**src/rtl/anx_pkg.sv**
```systemverilog
// Shared types, constants and scan-step functions for the Annex B unit splitter.
package anx_pkg;

    localparam int C_MAX_STREAM_BYTES = 65536;
    localparam int C_QUEUE_DEPTH = 4;
    localparam int C_QUEUE_AW = $clog2(C_QUEUE_DEPTH);

    localparam logic [5:0] C_AVC_SPS  = 6'd7;
    localparam logic [5:0] C_AVC_PPS  = 6'd8;
    localparam logic [5:0] C_HEVC_VPS = 6'd32;
    localparam logic [5:0] C_HEVC_SPS = 6'd33;
    localparam logic [5:0] C_HEVC_PPS = 6'd34;

    localparam logic C_CODEC_AVC  = 1'b0;
    localparam logic C_CODEC_HEVC = 1'b1;

    localparam logic C_REG_CODEC  = 1'b0;
    localparam logic C_REG_ENABLE = 1'b1;

    typedef enum logic [1:0] {
        MODE_AWAIT  = 2'd0,
        MODE_SCAN   = 2'd1,
        MODE_REJECT = 2'd2
    } t_mode;

    typedef enum logic [1:0] {
        CLS_OTHER = 2'd0,
        CLS_SPS   = 2'd1,
        CLS_PPS   = 2'd2,
        CLS_VPS   = 2'd3
    } t_class;

    typedef struct packed {
        logic [2:0]  fill;
        logic [15:0] pos;
        logic [15:0] begin_pos;
        logic [1:0]  skip;
        t_mode       mode;
        logic [7:0]  hdr;
        logic        hdr_valid;
    } t_scan;

    // one queue entry: a unit to report, or a bare clear of the header tracking
    typedef struct packed {
        logic        clear_only;
        logic [15:0] begin_pos;
        logic [15:0] end_pos;
        logic [7:0]  hdr;
        logic        hdr_valid;
        logic        final_unit;
    } t_unit_rec;

    typedef struct packed {
        t_scan     st;
        logic      emit;
        t_unit_rec rec;
    } t_step;

    localparam t_scan C_SCAN_RESET = '{
        fill: 3'd0, pos: 16'd0, begin_pos: 16'd0, skip: 2'd0,
        mode: MODE_AWAIT, hdr: 8'd0, hdr_valid: 1'b0
    };

    // highest reportable position for a given stream size
    function automatic logic [15:0] f_pos_limit(input int max_bytes);
        if ((max_bytes - 1) > 65535) begin
            return 16'hFFFF;
        end
        return 16'(max_bytes - 1);
    endfunction

    function automatic logic [15:0] f_sat(input logic [16:0] x, input logic [15:0] lim);
        if (x > {1'b0, lim}) begin
            return lim;
        end
        return x[15:0];
    endfunction

    // k-th pending byte, oldest first
    function automatic logic [7:0] f_wbyte(input logic [31:0] win, input logic [2:0] fill,
                                           input logic [1:0] k);
        logic [2:0] idx;
        idx = fill - 3'd1 - {1'b0, k};
        if ({1'b0, k} >= fill) begin
            return 8'd0;
        end
        case (idx[1:0])
            2'd0:    return win[7:0];
            2'd1:    return win[15:8];
            2'd2:    return win[23:16];
            default: return win[31:24];
        endcase
    endfunction

    function automatic logic [2:0] f_match(input logic [31:0] win, input logic [2:0] fill);
        logic [7:0] b0, b1, b2, b3;
        b0 = f_wbyte(win, fill, 2'd0);
        b1 = f_wbyte(win, fill, 2'd1);
        b2 = f_wbyte(win, fill, 2'd2);
        b3 = f_wbyte(win, fill, 2'd3);
        if (fill >= 3'd3 && b0 == 8'h00 && b1 == 8'h00 && b2 == 8'h01) begin
            return 3'd3;
        end
        if (fill >= 3'd4 && b0 == 8'h00 && b1 == 8'h00 && b2 == 8'h00 && b3 == 8'h01) begin
            return 3'd4;
        end
        return 3'd0;
    endfunction

    // decide the oldest pending position and drop it
    function automatic t_step f_decide(input t_scan st, input logic [31:0] win,
                                       input logic [15:0] lim);
        t_step      res;
        logic [2:0] len;
        logic [15:0] p;
        res.st   = st;
        res.emit = 1'b0;
        res.rec  = '0;
        p   = st.pos;
        len = f_match(win, st.fill);
        if (st.fill != 3'd0) begin
            case (st.mode)
                MODE_AWAIT: begin
                    if (len != 3'd0) begin
                        res.st.mode      = MODE_SCAN;
                        res.st.skip      = 2'(len - 3'd1);
                        res.st.begin_pos = f_sat({1'b0, p} + {14'd0, len}, lim);
                        res.st.hdr_valid = 1'b0;
                    end else begin
                        res.st.mode = MODE_REJECT;
                    end
                end
                MODE_SCAN: begin
                    if (st.skip != 2'd0) begin
                        res.st.skip = st.skip - 2'd1;
                    end else if (len != 3'd0) begin
                        res.emit              = 1'b1;
                        res.rec.begin_pos     = st.begin_pos;
                        res.rec.end_pos       = p;
                        res.rec.hdr           = st.hdr;
                        res.rec.hdr_valid     = st.hdr_valid;
                        res.st.skip           = 2'(len - 3'd1);
                        res.st.begin_pos      = f_sat({1'b0, p} + {14'd0, len}, lim);
                        res.st.hdr_valid      = 1'b0;
                    end else if (!st.hdr_valid) begin
                        res.st.hdr       = f_wbyte(win, st.fill, 2'd0);
                        res.st.hdr_valid = 1'b1;
                    end
                end
                default: begin
                end
            endcase
            res.st.fill = st.fill - 3'd1;
            res.st.pos  = f_sat({1'b0, p} + 17'd1, lim);
        end
        return res;
    endfunction

endpackage

```
**src/rtl/annexb_nal_splitter_classifier.sv**
```systemverilog
// Top level: configuration registers and front/queue/back assembly.
// Takes an Annex B byte stream at one byte per cycle and returns one descriptor per
// NAL unit (start, length, type, class; the last one also flags whether the needed
// parameter sets were seen). A byte is taken in the cycle it is offered whenever the
// four-entry descriptor queue has two free places; the scan of each byte, and the
// flush of up to four pending positions on the end-of-stream byte, finish in that
// same cycle. Descriptors leave one per cycle while the output is ready, through a
// registered output. Input is held while three or more records wait: back-to-back
// end-of-stream bytes that each give two descriptors can hold input, and a stalled
// output holds input once the queue backs up. With nothing waiting ahead of it, a
// descriptor passes through the queue into the output register once its unit is decided.
// Positions saturate at MAX_STREAM_BYTES - 1, and never above 65535.
module annexb_nal_splitter_classifier import anx_pkg::*; #(
    parameter int MAX_STREAM_BYTES = C_MAX_STREAM_BYTES
) (
    input  logic        i_clk,
    input  logic        i_rst_n,
    input  logic        i_cfg_we,
    input  logic        i_cfg_index,
    input  logic        i_cfg_data,
    input  logic        i_in_valid,
    output logic        o_in_ready,
    input  logic [7:0]  i_data_byte,
    input  logic        i_end_of_data,
    output logic        o_out_valid,
    input  logic        i_out_ready,
    output logic [15:0] o_unit_start,
    output logic [15:0] o_unit_length,
    output logic [5:0]  o_unit_type,
    output logic [1:0]  o_unit_class,
    output logic        o_headers_complete,
    output logic        o_last
);

    logic      r_codec, r_enable;
    logic      push0, push1, pop, avail, room2;
    t_unit_rec rec0, rec1, head;

    always_ff @(posedge i_clk) begin
        if (!i_rst_n) begin
            r_codec  <= C_CODEC_AVC;
            r_enable <= 1'b1;
        end else if (i_cfg_we) begin
            case (i_cfg_index)
                C_REG_CODEC:  r_codec  <= i_cfg_data;
                C_REG_ENABLE: r_enable <= i_cfg_data;
                default: ;
            endcase
        end
    end

    anx_front #(
        .MAX_STREAM_BYTES (MAX_STREAM_BYTES)
    ) u_front (
        .i_clk         (i_clk),
        .i_rst_n       (i_rst_n),
        .i_enable      (r_enable),
        .i_in_valid    (i_in_valid),
        .o_in_ready    (o_in_ready),
        .i_data_byte   (i_data_byte),
        .i_end_of_data (i_end_of_data),
        .i_room2       (room2),
        .o_push0       (push0),
        .o_push1       (push1),
        .o_rec0        (rec0),
        .o_rec1        (rec1)
    );

    anx_queue u_queue (
        .i_clk   (i_clk),
        .i_rst_n (i_rst_n),
        .i_push0 (push0),
        .i_push1 (push1),
        .i_rec0  (rec0),
        .i_rec1  (rec1),
        .i_pop   (pop),
        .o_head  (head),
        .o_avail (avail),
        .o_room2 (room2)
    );

    anx_back u_back (
        .i_clk              (i_clk),
        .i_rst_n            (i_rst_n),
        .i_codec            (r_codec),
        .i_head             (head),
        .i_avail            (avail),
        .o_pop              (pop),
        .o_out_valid        (o_out_valid),
        .i_out_ready        (i_out_ready),
        .o_unit_start       (o_unit_start),
        .o_unit_length      (o_unit_length),
        .o_unit_type        (o_unit_type),
        .o_unit_class       (o_unit_class),
        .o_headers_complete (o_headers_complete),
        .o_last             (o_last)
    );

endmodule

```
**src/rtl/anx_front.sv**
```systemverilog
// Front end: byte window, start-code scan and unit boundary records.
module anx_front import anx_pkg::*; #(
    parameter int MAX_STREAM_BYTES = C_MAX_STREAM_BYTES
) (
    input  logic        i_clk,
    input  logic        i_rst_n,
    input  logic        i_enable,
    input  logic        i_in_valid,
    output logic        o_in_ready,
    input  logic [7:0]  i_data_byte,
    input  logic        i_end_of_data,
    input  logic        i_room2,
    output logic        o_push0,
    output logic        o_push1,
    output t_unit_rec   o_rec0,
    output t_unit_rec   o_rec1
);

    localparam logic [15:0] POS_LIMIT = f_pos_limit(MAX_STREAM_BYTES);

    t_scan       r_scan, n_scan;
    logic [31:0] r_window, n_window;
    logic        accept;
    t_scan       st;
    t_step       stp;
    logic [31:0] win;
    t_unit_rec   fin;

    assign o_in_ready = i_room2;
    assign accept     = i_in_valid && i_room2;

    always_comb begin
        n_scan   = r_scan;
        n_window = r_window;
        o_push0  = 1'b0;
        o_push1  = 1'b0;
        o_rec0   = '0;
        o_rec1   = '0;
        st       = r_scan;
        stp      = '0;
        fin      = '0;
        win      = {r_window[23:0], i_data_byte};
        if (accept) begin
            if (i_enable) begin
                if (st.fill < 3'd4) begin
                    st.fill = st.fill + 3'd1;
                end
                for (int i = 0; i < 4; i++) begin
                    if ((i == 0 && st.fill == 3'd4) || i_end_of_data) begin
                        stp = f_decide(st, win, POS_LIMIT);
                        st  = stp.st;
                        if (stp.emit) begin
                            if (!o_push0) begin
                                o_push0 = 1'b1;
                                o_rec0  = stp.rec;
                            end else begin
                                o_push1 = 1'b1;
                                o_rec1  = stp.rec;
                            end
                        end
                    end
                end
                if (i_end_of_data) begin
                    if (st.mode == MODE_SCAN) begin
                        fin.begin_pos  = st.begin_pos;
                        fin.end_pos    = st.pos;
                        fin.hdr        = st.hdr;
                        fin.hdr_valid  = st.hdr_valid;
                        fin.final_unit = 1'b1;
                        if (!o_push0) begin
                            o_push0 = 1'b1;
                            o_rec0  = fin;
                        end else begin
                            o_push1 = 1'b1;
                            o_rec1  = fin;
                        end
                    end
                    n_scan   = C_SCAN_RESET;
                    n_window = 32'd0;
                end else begin
                    n_scan   = st;
                    n_window = win;
                end
            end else if (i_end_of_data) begin
                n_scan            = C_SCAN_RESET;
                n_window          = 32'd0;
                o_push0           = 1'b1;
                o_rec0.clear_only = 1'b1;
            end
        end
    end

    always_ff @(posedge i_clk) begin
        if (!i_rst_n) begin
            r_scan   <= C_SCAN_RESET;
            r_window <= 32'd0;
        end else begin
            r_scan   <= n_scan;
            r_window <= n_window;
        end
    end

endmodule

```
**src/rtl/anx_queue.sv**
```systemverilog
// Record queue between front and back: two writes and one read per cycle.
module anx_queue import anx_pkg::*; (
    input  logic      i_clk,
    input  logic      i_rst_n,
    input  logic      i_push0,
    input  logic      i_push1,
    input  t_unit_rec i_rec0,
    input  t_unit_rec i_rec1,
    input  logic      i_pop,
    output t_unit_rec o_head,
    output logic      o_avail,
    output logic      o_room2
);

    t_unit_rec               r_mem [C_QUEUE_DEPTH];
    logic [C_QUEUE_AW-1:0]   r_wptr, n_wptr;
    logic [C_QUEUE_AW-1:0]   r_rptr, n_rptr;
    logic [C_QUEUE_AW:0]     r_count, n_count;
    logic                    pop;
    logic [C_QUEUE_AW-1:0]   wptr1;

    assign o_avail = (r_count != '0);
    assign o_room2 = (r_count <= (C_QUEUE_AW+1)'(C_QUEUE_DEPTH - 2));
    assign o_head  = r_mem[r_rptr];
    assign pop     = i_pop && o_avail;
    assign wptr1   = r_wptr + 1'b1;

    always_comb begin
        n_wptr  = r_wptr + C_QUEUE_AW'(i_push0) + C_QUEUE_AW'(i_push1);
        n_rptr  = r_rptr + C_QUEUE_AW'(pop);
        n_count = r_count + (C_QUEUE_AW+1)'(i_push0) + (C_QUEUE_AW+1)'(i_push1)
                - (C_QUEUE_AW+1)'(pop);
    end

    always_ff @(posedge i_clk) begin
        if (!i_rst_n) begin
            r_wptr  <= '0;
            r_rptr  <= '0;
            r_count <= '0;
        end else begin
            r_wptr  <= n_wptr;
            r_rptr  <= n_rptr;
            r_count <= n_count;
        end
    end

    always_ff @(posedge i_clk) begin
        if (i_push0) begin
            r_mem[r_wptr] <= i_rec0;
        end
        if (i_push1) begin
            r_mem[wptr1] <= i_rec1;
        end
    end

endmodule

```
**src/rtl/anx_back.sv**
```systemverilog
// Back end: unit type and class, header tracking and descriptor output register.
module anx_back import anx_pkg::*; (
    input  logic        i_clk,
    input  logic        i_rst_n,
    input  logic        i_codec,
    input  t_unit_rec   i_head,
    input  logic        i_avail,
    output logic        o_pop,
    output logic        o_out_valid,
    input  logic        i_out_ready,
    output logic [15:0] o_unit_start,
    output logic [15:0] o_unit_length,
    output logic [5:0]  o_unit_type,
    output logic [1:0]  o_unit_class,
    output logic        o_headers_complete,
    output logic        o_last
);

    logic        r_valid, n_valid;
    logic [2:0]  r_seen, n_seen;
    logic [15:0] r_start, r_length;
    logic [5:0]  r_type;
    t_class      r_class;
    logic        r_complete, r_last;
    logic [5:0]  typ;
    t_class      cls;
    logic [2:0]  seen_upd;
    logic        complete;
    logic [15:0] length;
    logic        load;

    assign o_pop = i_avail && (!r_valid || i_out_ready);
    assign load  = o_pop && !i_head.clear_only;

    always_comb begin
        typ = 6'd0;
        cls = CLS_OTHER;
        if (i_head.hdr_valid) begin
            if (i_codec == C_CODEC_AVC) begin
                typ = {1'b0, i_head.hdr[4:0]};
                if (typ == C_AVC_SPS) begin
                    cls = CLS_SPS;
                end else if (typ == C_AVC_PPS) begin
                    cls = CLS_PPS;
                end
            end else begin
                typ = i_head.hdr[6:1];
                if (typ == C_HEVC_SPS) begin
                    cls = CLS_SPS;
                end else if (typ == C_HEVC_PPS) begin
                    cls = CLS_PPS;
                end else if (typ == C_HEVC_VPS) begin
                    cls = CLS_VPS;
                end
            end
        end
        seen_upd = r_seen;
        case (cls)
            CLS_SPS: seen_upd[0] = 1'b1;
            CLS_PPS: seen_upd[1] = 1'b1;
            CLS_VPS: seen_upd[2] = 1'b1;
            default: ;
        endcase
        complete = 1'b0;
        if (i_head.final_unit) begin
            if (i_codec == C_CODEC_AVC) begin
                complete = (seen_upd[1:0] == 2'b11);
            end else begin
                complete = (seen_upd == 3'b111);
            end
        end
        length = (i_head.end_pos >= i_head.begin_pos) ? i_head.end_pos - i_head.begin_pos
                                                      : 16'd0;
    end

    always_comb begin
        n_valid = r_valid && !i_out_ready;
        n_seen  = r_seen;
        if (o_pop) begin
            if (i_head.clear_only || i_head.final_unit) begin
                n_seen = 3'd0;
            end else begin
                n_seen = seen_upd;
            end
        end
        if (load) begin
            n_valid = 1'b1;
        end
    end

    always_ff @(posedge i_clk) begin
        if (!i_rst_n) begin
            r_valid <= 1'b0;
            r_seen  <= 3'd0;
        end else begin
            r_valid <= n_valid;
            r_seen  <= n_seen;
        end
    end

    always_ff @(posedge i_clk) begin
        if (load) begin
            r_start    <= i_head.begin_pos;
            r_length   <= length;
            r_type     <= typ;
            r_class    <= cls;
            r_complete <= complete;
            r_last     <= i_head.final_unit;
        end
    end

    assign o_out_valid        = r_valid;
    assign o_unit_start       = r_start;
    assign o_unit_length      = r_length;
    assign o_unit_type        = r_type;
    assign o_unit_class       = r_class;
    assign o_headers_complete = r_complete;
    assign o_last             = r_last;

endmodule

```
**config.mk**
```make
export PLATFORM = sky130hd
export DESIGN_NAME = annexb_nal_splitter_classifier
export DESIGN_NICKNAME = d
export VERILOG_FILES = /design/src/rtl/anx_pkg.sv /design/src/rtl/annexb_nal_splitter_classifier.sv /design/src/rtl/anx_front.sv /design/src/rtl/anx_queue.sv /design/src/rtl/anx_back.sv
export SDC_FILE = /design/constraint.sdc
export NUM_CORES = 1
export LEC_CHECK = 0
export BUFFER_PORTS_ARGS = -buffer_cell sky130_fd_sc_hd__buf_4
export CORE_MARGIN = 1.5
export CORE_UTILIZATION = 40
export CTS_CLUSTER_SIZE = 20
export DETAILED_ROUTE_END_ITERATION = 12
export PLACE_DENSITY = 0.67
export SYNTH_ARGS = -nofsm -noshare
export SYNTH_HDL_FRONTEND = slang
export SYNTH_SLANG_ARGS = --single-unit
```
**constraint.sdc**
```tcl
create_clock -name i_clk -period 9.9 [get_ports i_clk]
set_input_delay 1.98 -clock i_clk [delete_from_list [all_inputs] [get_ports i_clk]]
set_output_delay 1.98 -clock i_clk [all_outputs]
set_load 0.05 [all_outputs]
```
=== Word level (Yosys, flattened, before mapping) ===
Memory sizes are Yosys's and may differ from the RTL's. A register that Yosys moved wholly into a read port is not among the register bits.
Cells that the tools add are included.

* Register bits after elaboration: 127
* RAM bits: 172
* Input bits: 16
* Word-level logic and storage cells: 811
* Memories kept: 1

* Add/subtract/negate cells: 41
* Order comparisons: 35
* Eq/ne operators: 56
* Mux-type cells: 566
* Bitwise gates (word level): 1
* Reductions and logical operators: 89

{| class="wikitable"
|+ Memories
! memory !! words !! bits a word !! read ports !! clocked after memory_dff !! wr ports !! RTL line !! text
|-
| u_queue.r_mem || 4 || 43 || 1 || 1 || 2 || anx_queue.sv:15 || <nowiki>t_unit_rec r_mem [C_QUEUE_DEPTH];</nowiki>
|}

{| class="wikitable"
|+ Operators with widths
! cell !! number
|-
| $mux 43 || 32
|-
| $mux 41 || 22
|-
| $mux 49 || 16
|-
| $mux 8 || 92
|-
| $mux 48 || 15
|-
| $mux 16 || 24
|-
| $pmux 8 s3 || 16
|-
| $mux 1 || 267
|-
| $mux 18 || 8
|-
| $pmux 18 s2 || 4
|-
| $gt 17x16->1 const B || 8
|-
| $logic_not 8->1 || 12
|-
| $mux 3 || 32
|-
| $mux 42 || 2
|-
| $mux 24 || 3
|-
| $add 16x1->17 const B || 4
|-
| $add 16x3->17 || 4
|-
| $eq 8x1->1 const B || 8
|-
| $eq 2x1->1 const B || 22
|-
| $logic_not 2->1 || 20
|-
| $mux 10 || 4
|-
| $mux 2 || 20
|-
| $eq 2x2->1 const B || 19
|-
| $mux 9 || 4
|-
| 29 further kinds || 130
|}

=== Logic depth before layout (Yosys ltp) ===
* Word-level depth: 200
* Mapped depth: 39

=== Hierarchy ===
From an unflattened synthesis, not the netlist that was laid out.

* Cells, all modules: 2727
* Area total of the unflattened synthesis: 24956.4 um2

{| class="wikitable"
|+ Modules (own cells, without submodules)
! module !! times used !! cells each !! area an instance (um2)
|-
| anx_front || 1 || 2029 || 13515.5
|-
| anx_queue || 1 || 459 || 8702.1
|-
| anx_back || 1 || 230 || 2653.8
|-
| annexb_nal_splitter_classifier || 1 || 9 || 85.1
|}

=== Worst setup path before layout ===
No wires, ideal clock.

* Kind: input to register
* From: input i_end_of_data
* To: memory u_queue.r_mem[3][0] in the netlist's numbering (enable)
* Data arrival time: 9.559 ns
* Data required time: 9.501 ns
* Path slack: -0.058 ns
* Cell stages on the path: 29
* Path buffers: 10
* Cell sequence: clkbuf_1 -> o31ai_2 -> buf_2 -> nand2_1 -> o21ai_0 -> inv_1 -> ha_1 -> clkbuf_1 -> a31oi_2 -> xnor3_1 -> ha_1 -> clkbuf_1 -> inv_1 -> a2111oi_0 -> or3_1 -> clkbuf_1 -> xnor2_1 -> buf_4 -> mux4_2 -> a2111oi_0 -> and4b_1 -> buf_2 -> a41oi_2 -> nor2_1 -> buf_2 -> nand2_1 -> buf_2 -> buf_2 -> nand2_1

{| class="wikitable"
|+ RTL lines
! item !! RTL line !! text
|-
| start: declaration || annexb_nal_splitter_classifier.sv:24 || <nowiki>input logic i_end_of_data,</nowiki>
|-
| end: declaration || anx_queue.sv:15 ||
|}

==> impl_metrics.toml <==
[timing]
fin_skew_ps = 44.1
report.final.setup_viol = 0
slew_viol_final = 0
tightest_slew_ps = 1040
slew_headroom_pct = 30.3
min_period_ps = 9460
setup_tns_ps = 0
rsz0062_at_grt = "no"
fmax_ghz = 0.106
hold_violations = 0
finalCritPeriodShare_pct = 95.5

[yosys]
seq_area_frac_synth_pct = 34.8
synth.area.top_cells = "edfxtp_1 27%, dfxtp_1 7.7%, mux4_2 4.7%"
yosys.cell_types.count = 108
ys.flop_type = "edfxtp_1"
synth-seq-cells = 294
yosysWarningCount = 0
synth.largest_area_cell = "edfxtp_1"
synth_commonest_cells = "241 x nand2_1, 215 x nor2_1, 206 x edfxtp_1, 152 x a21oi_1, 150 x o22ai_1"
syn-num-nets = 2643
syn_area_per_cell_sq_um = 8.94
synth_top_area_share_pct = 27.1
yosysMostFrequentCell = "nand2_1"
syn_area_sq_um = 22900
synthCells = 2557
synthArstFlopShare_pct = 0
synth_edf_count = 206

[clock_tree]
h-tree-depth = 2
cts_tree = "done"
clkTransAtPathRegs_ps = 60
root_buffer = "clkbuf_16"
clk_path_buf_depth = 3
clock_sinks = 294
cts_made_buffers = 38
clk_latency_ps = 600

[routing]
topRoutingLayerUsed = "met5"
drt-met1-wl_um = 38200
vias_per_cell = 6.60
drc = 0
vias = 21959
drtIter0Drc = 2876
wl_met3_um = 7580
ant_nets = 0
first_pass_iters = 8
met2_length_um = 37700
wire_per_inst_um = 25.7
wl_um = 85400

[run_status]
status = "completed"

[critical_path]
cp_max_fo = 17
slowest_stage = "a222oi_1"
cp_slowest_stage_delay_ps = 560
cp-start-kind = "flop"
path_class = "flop to flop"
worstPathRequired_ps = 10190
critPathCaptureType = "flop"
r2r-end = "u_queue.r_mem[0][30]"
rrSetupSlack_ps = 440
cpMostUsedCell = "buf_4"
reg2reg_depth = 31
crit_arrival_ps = 9750
worst_r2r_startpoint = "u_front.r_scan[45]"

[power_and_ir_drop]
vdd.ir_drop.worst_uv = 203
leakage_nw = 8.84
finalPower_mw = 4.94
p_per_area_nw_per_um2 = 195

[hold_path]
min_path_cells = 2
min_from = "u_queue.r_mem[2][42]"
min_to = "u_queue.r_mem[2][42]"
hold_class = "flop to flop"

[placement]
io_buffers = 59
hpwl_um = 62200
gp_congestion = 0.976

[floorplanning]
coreArea_sq_um = 56400
start_util_pct = 40.5
die_x_um = 242
rows = 87
dieHeight_um = 242
num_io_pins = 60
dieArea_sq_um = 58600

[grt]
antenna_found_initial = 1
grt_pass1_vias = 20404
grt_usage_pct = 28.2
grt_pass1_wl_um = 129000
gr-total-overflow = 0
grt_max_degree = 85

[finish]
layout.nets = 2629
drive_gt1_share_pct = 14.5
postLayoutCoreUtil_pct = 45.0
area_delta_synth_final_pct = 11.0

[flow_run]
cap_viol_max_count = 0
cell families after synthesis:
| kind of cell | after synthesis | synth area share, % |
|---|---|---|
| flops | 294 | 34.8 |
| simple gates | 883 | 19.9 |
| mux | 113 | 7.70 |
| xor+xnor | 70 | 2.74 |
| compound gates | 840 | 25.5 |
| buf+inv | 287 | 5.27 |
| fa+ha+maj | 70 | 4.10 |
worst max-delay path, delay by kind of cell, from the launching register on:
family          cells  cell delay (ps)
simple gates        9             2960
mux                 3              930
compound gates      7             1970
flops               1              470
xor+xnor            1              210
fa+ha+maj           4             1250
buf+inv             7             1310
worst max path at each step:
stage | startpoint | to | slack [ps] | cells after the start
floorplan | i_end_of_data | u_queue.r_mem[0][0] | 100 | 28
global placement | i_end_of_data | u_queue.r_mem[1][27] | 240 | 28
detailed placement | i_end_of_data | u_queue.r_mem[1][28] | 30 | 28
CTS | u_front.r_scan[45] | u_queue.r_mem[1][28] | 40 | 32
global route | u_front.r_scan[45] | u_queue.r_mem[1][28] | 30 | 33
finish | u_front.r_scan[45] | u_queue.r_mem[0][30] | 440 | 31
registers in the layout (all words and copies together), names as in the netlist, 2 cells and up:
name,flops
u_back.o_unit_start,16
u_back.o_unit_length,16
u_queue.r_rptr,2
u_front.r_scan,47
u_queue.r_count,3
u_back.o_unit_class,2
u_queue.r_mem,168
u_back.o_unit_type,6
u_back.r_seen,3
u_queue.r_wptr,2
u_front.r_window,24
power breakdown:
group          switching, mW  leakage [nW]  internal (mW)
logic                   1.35          5.43          0.673
clock network          0.585         0.598          0.809
registers             0.0527          2.81           1.47
per-layer routing:
layer | up-vias | GRT usage (%)
met1 | 10799 | 41.3
met4 | 2 | 7.06
met2 | 1221 | 43.3
met3 | 147 | 4.41
met5 | - | 0
li1 | 9790 | -
timing repair:
| item | 4_1_cts | 5_1_grt |
|---|---|---|
| buffers inserted | 0 | 3 |
| setup endpoints to repair | 0 | 312 |
| hold buffers | 0 | 0 |
| gates resized for setup | 0 | 16 |
cell usage in the layout (no fill, tap or decap), drive strengths merged, types with 14 or more instances in the layout:
cell / instances
inv: 87
a22oi: 80
o211ai: 20
nor2b: 73
dfxtp: 88
clkinv: 14
a21boi: 22
ha: 62
and3: 34
a31oi: 34
xor2: 17
a222oi: 45
nand3: 70
mux2i: 46
a21oi: 154
and2: 49
a211oi: 16
nand2: 242
buf: 146
o31ai: 17
a21o: 24
nand4: 24
nor3: 71
o21a: 16
o21ai: 136
nor2: 219
clkbuf: 47
nor4: 28
edfxtp: 206
xnor2: 52
mux2: 19
or3: 15
o221ai: 15
mux4: 48
o22ai: 150
cell type report:
| class | instances | area [sq um] |
|---|---|---|
| Multi-Input combinational cell | 1976 | 13800 |
| Inverter | 87 | 327 |
| Clock inverter | 19 | 236 |
| Antenna cell | 1 | 2.50 |
| Fill cell | 5501 | 31000 |
| Tap cell | 756 | 946 |
| Timing Repair Buffer | 146 | 1100 |
| Clock buffer | 47 | 1000 |
| Sequential cell | 294 | 7950 |
metrics by stage:
stage	std cells	hold WS [ps]	setup slack, ps	area [sq um]
2_1_floorplan	2557	433	105	22900
3_3_place_gp	3256	446	244	24100
3_5_place_dp	3256	450	27.1	24100
4_1_cts	3322	458	39.6	25300
5_1_grt	3325	499	34.5	25400
6_report	3326	465	444	25400
(Power assumes the default switching activity.)
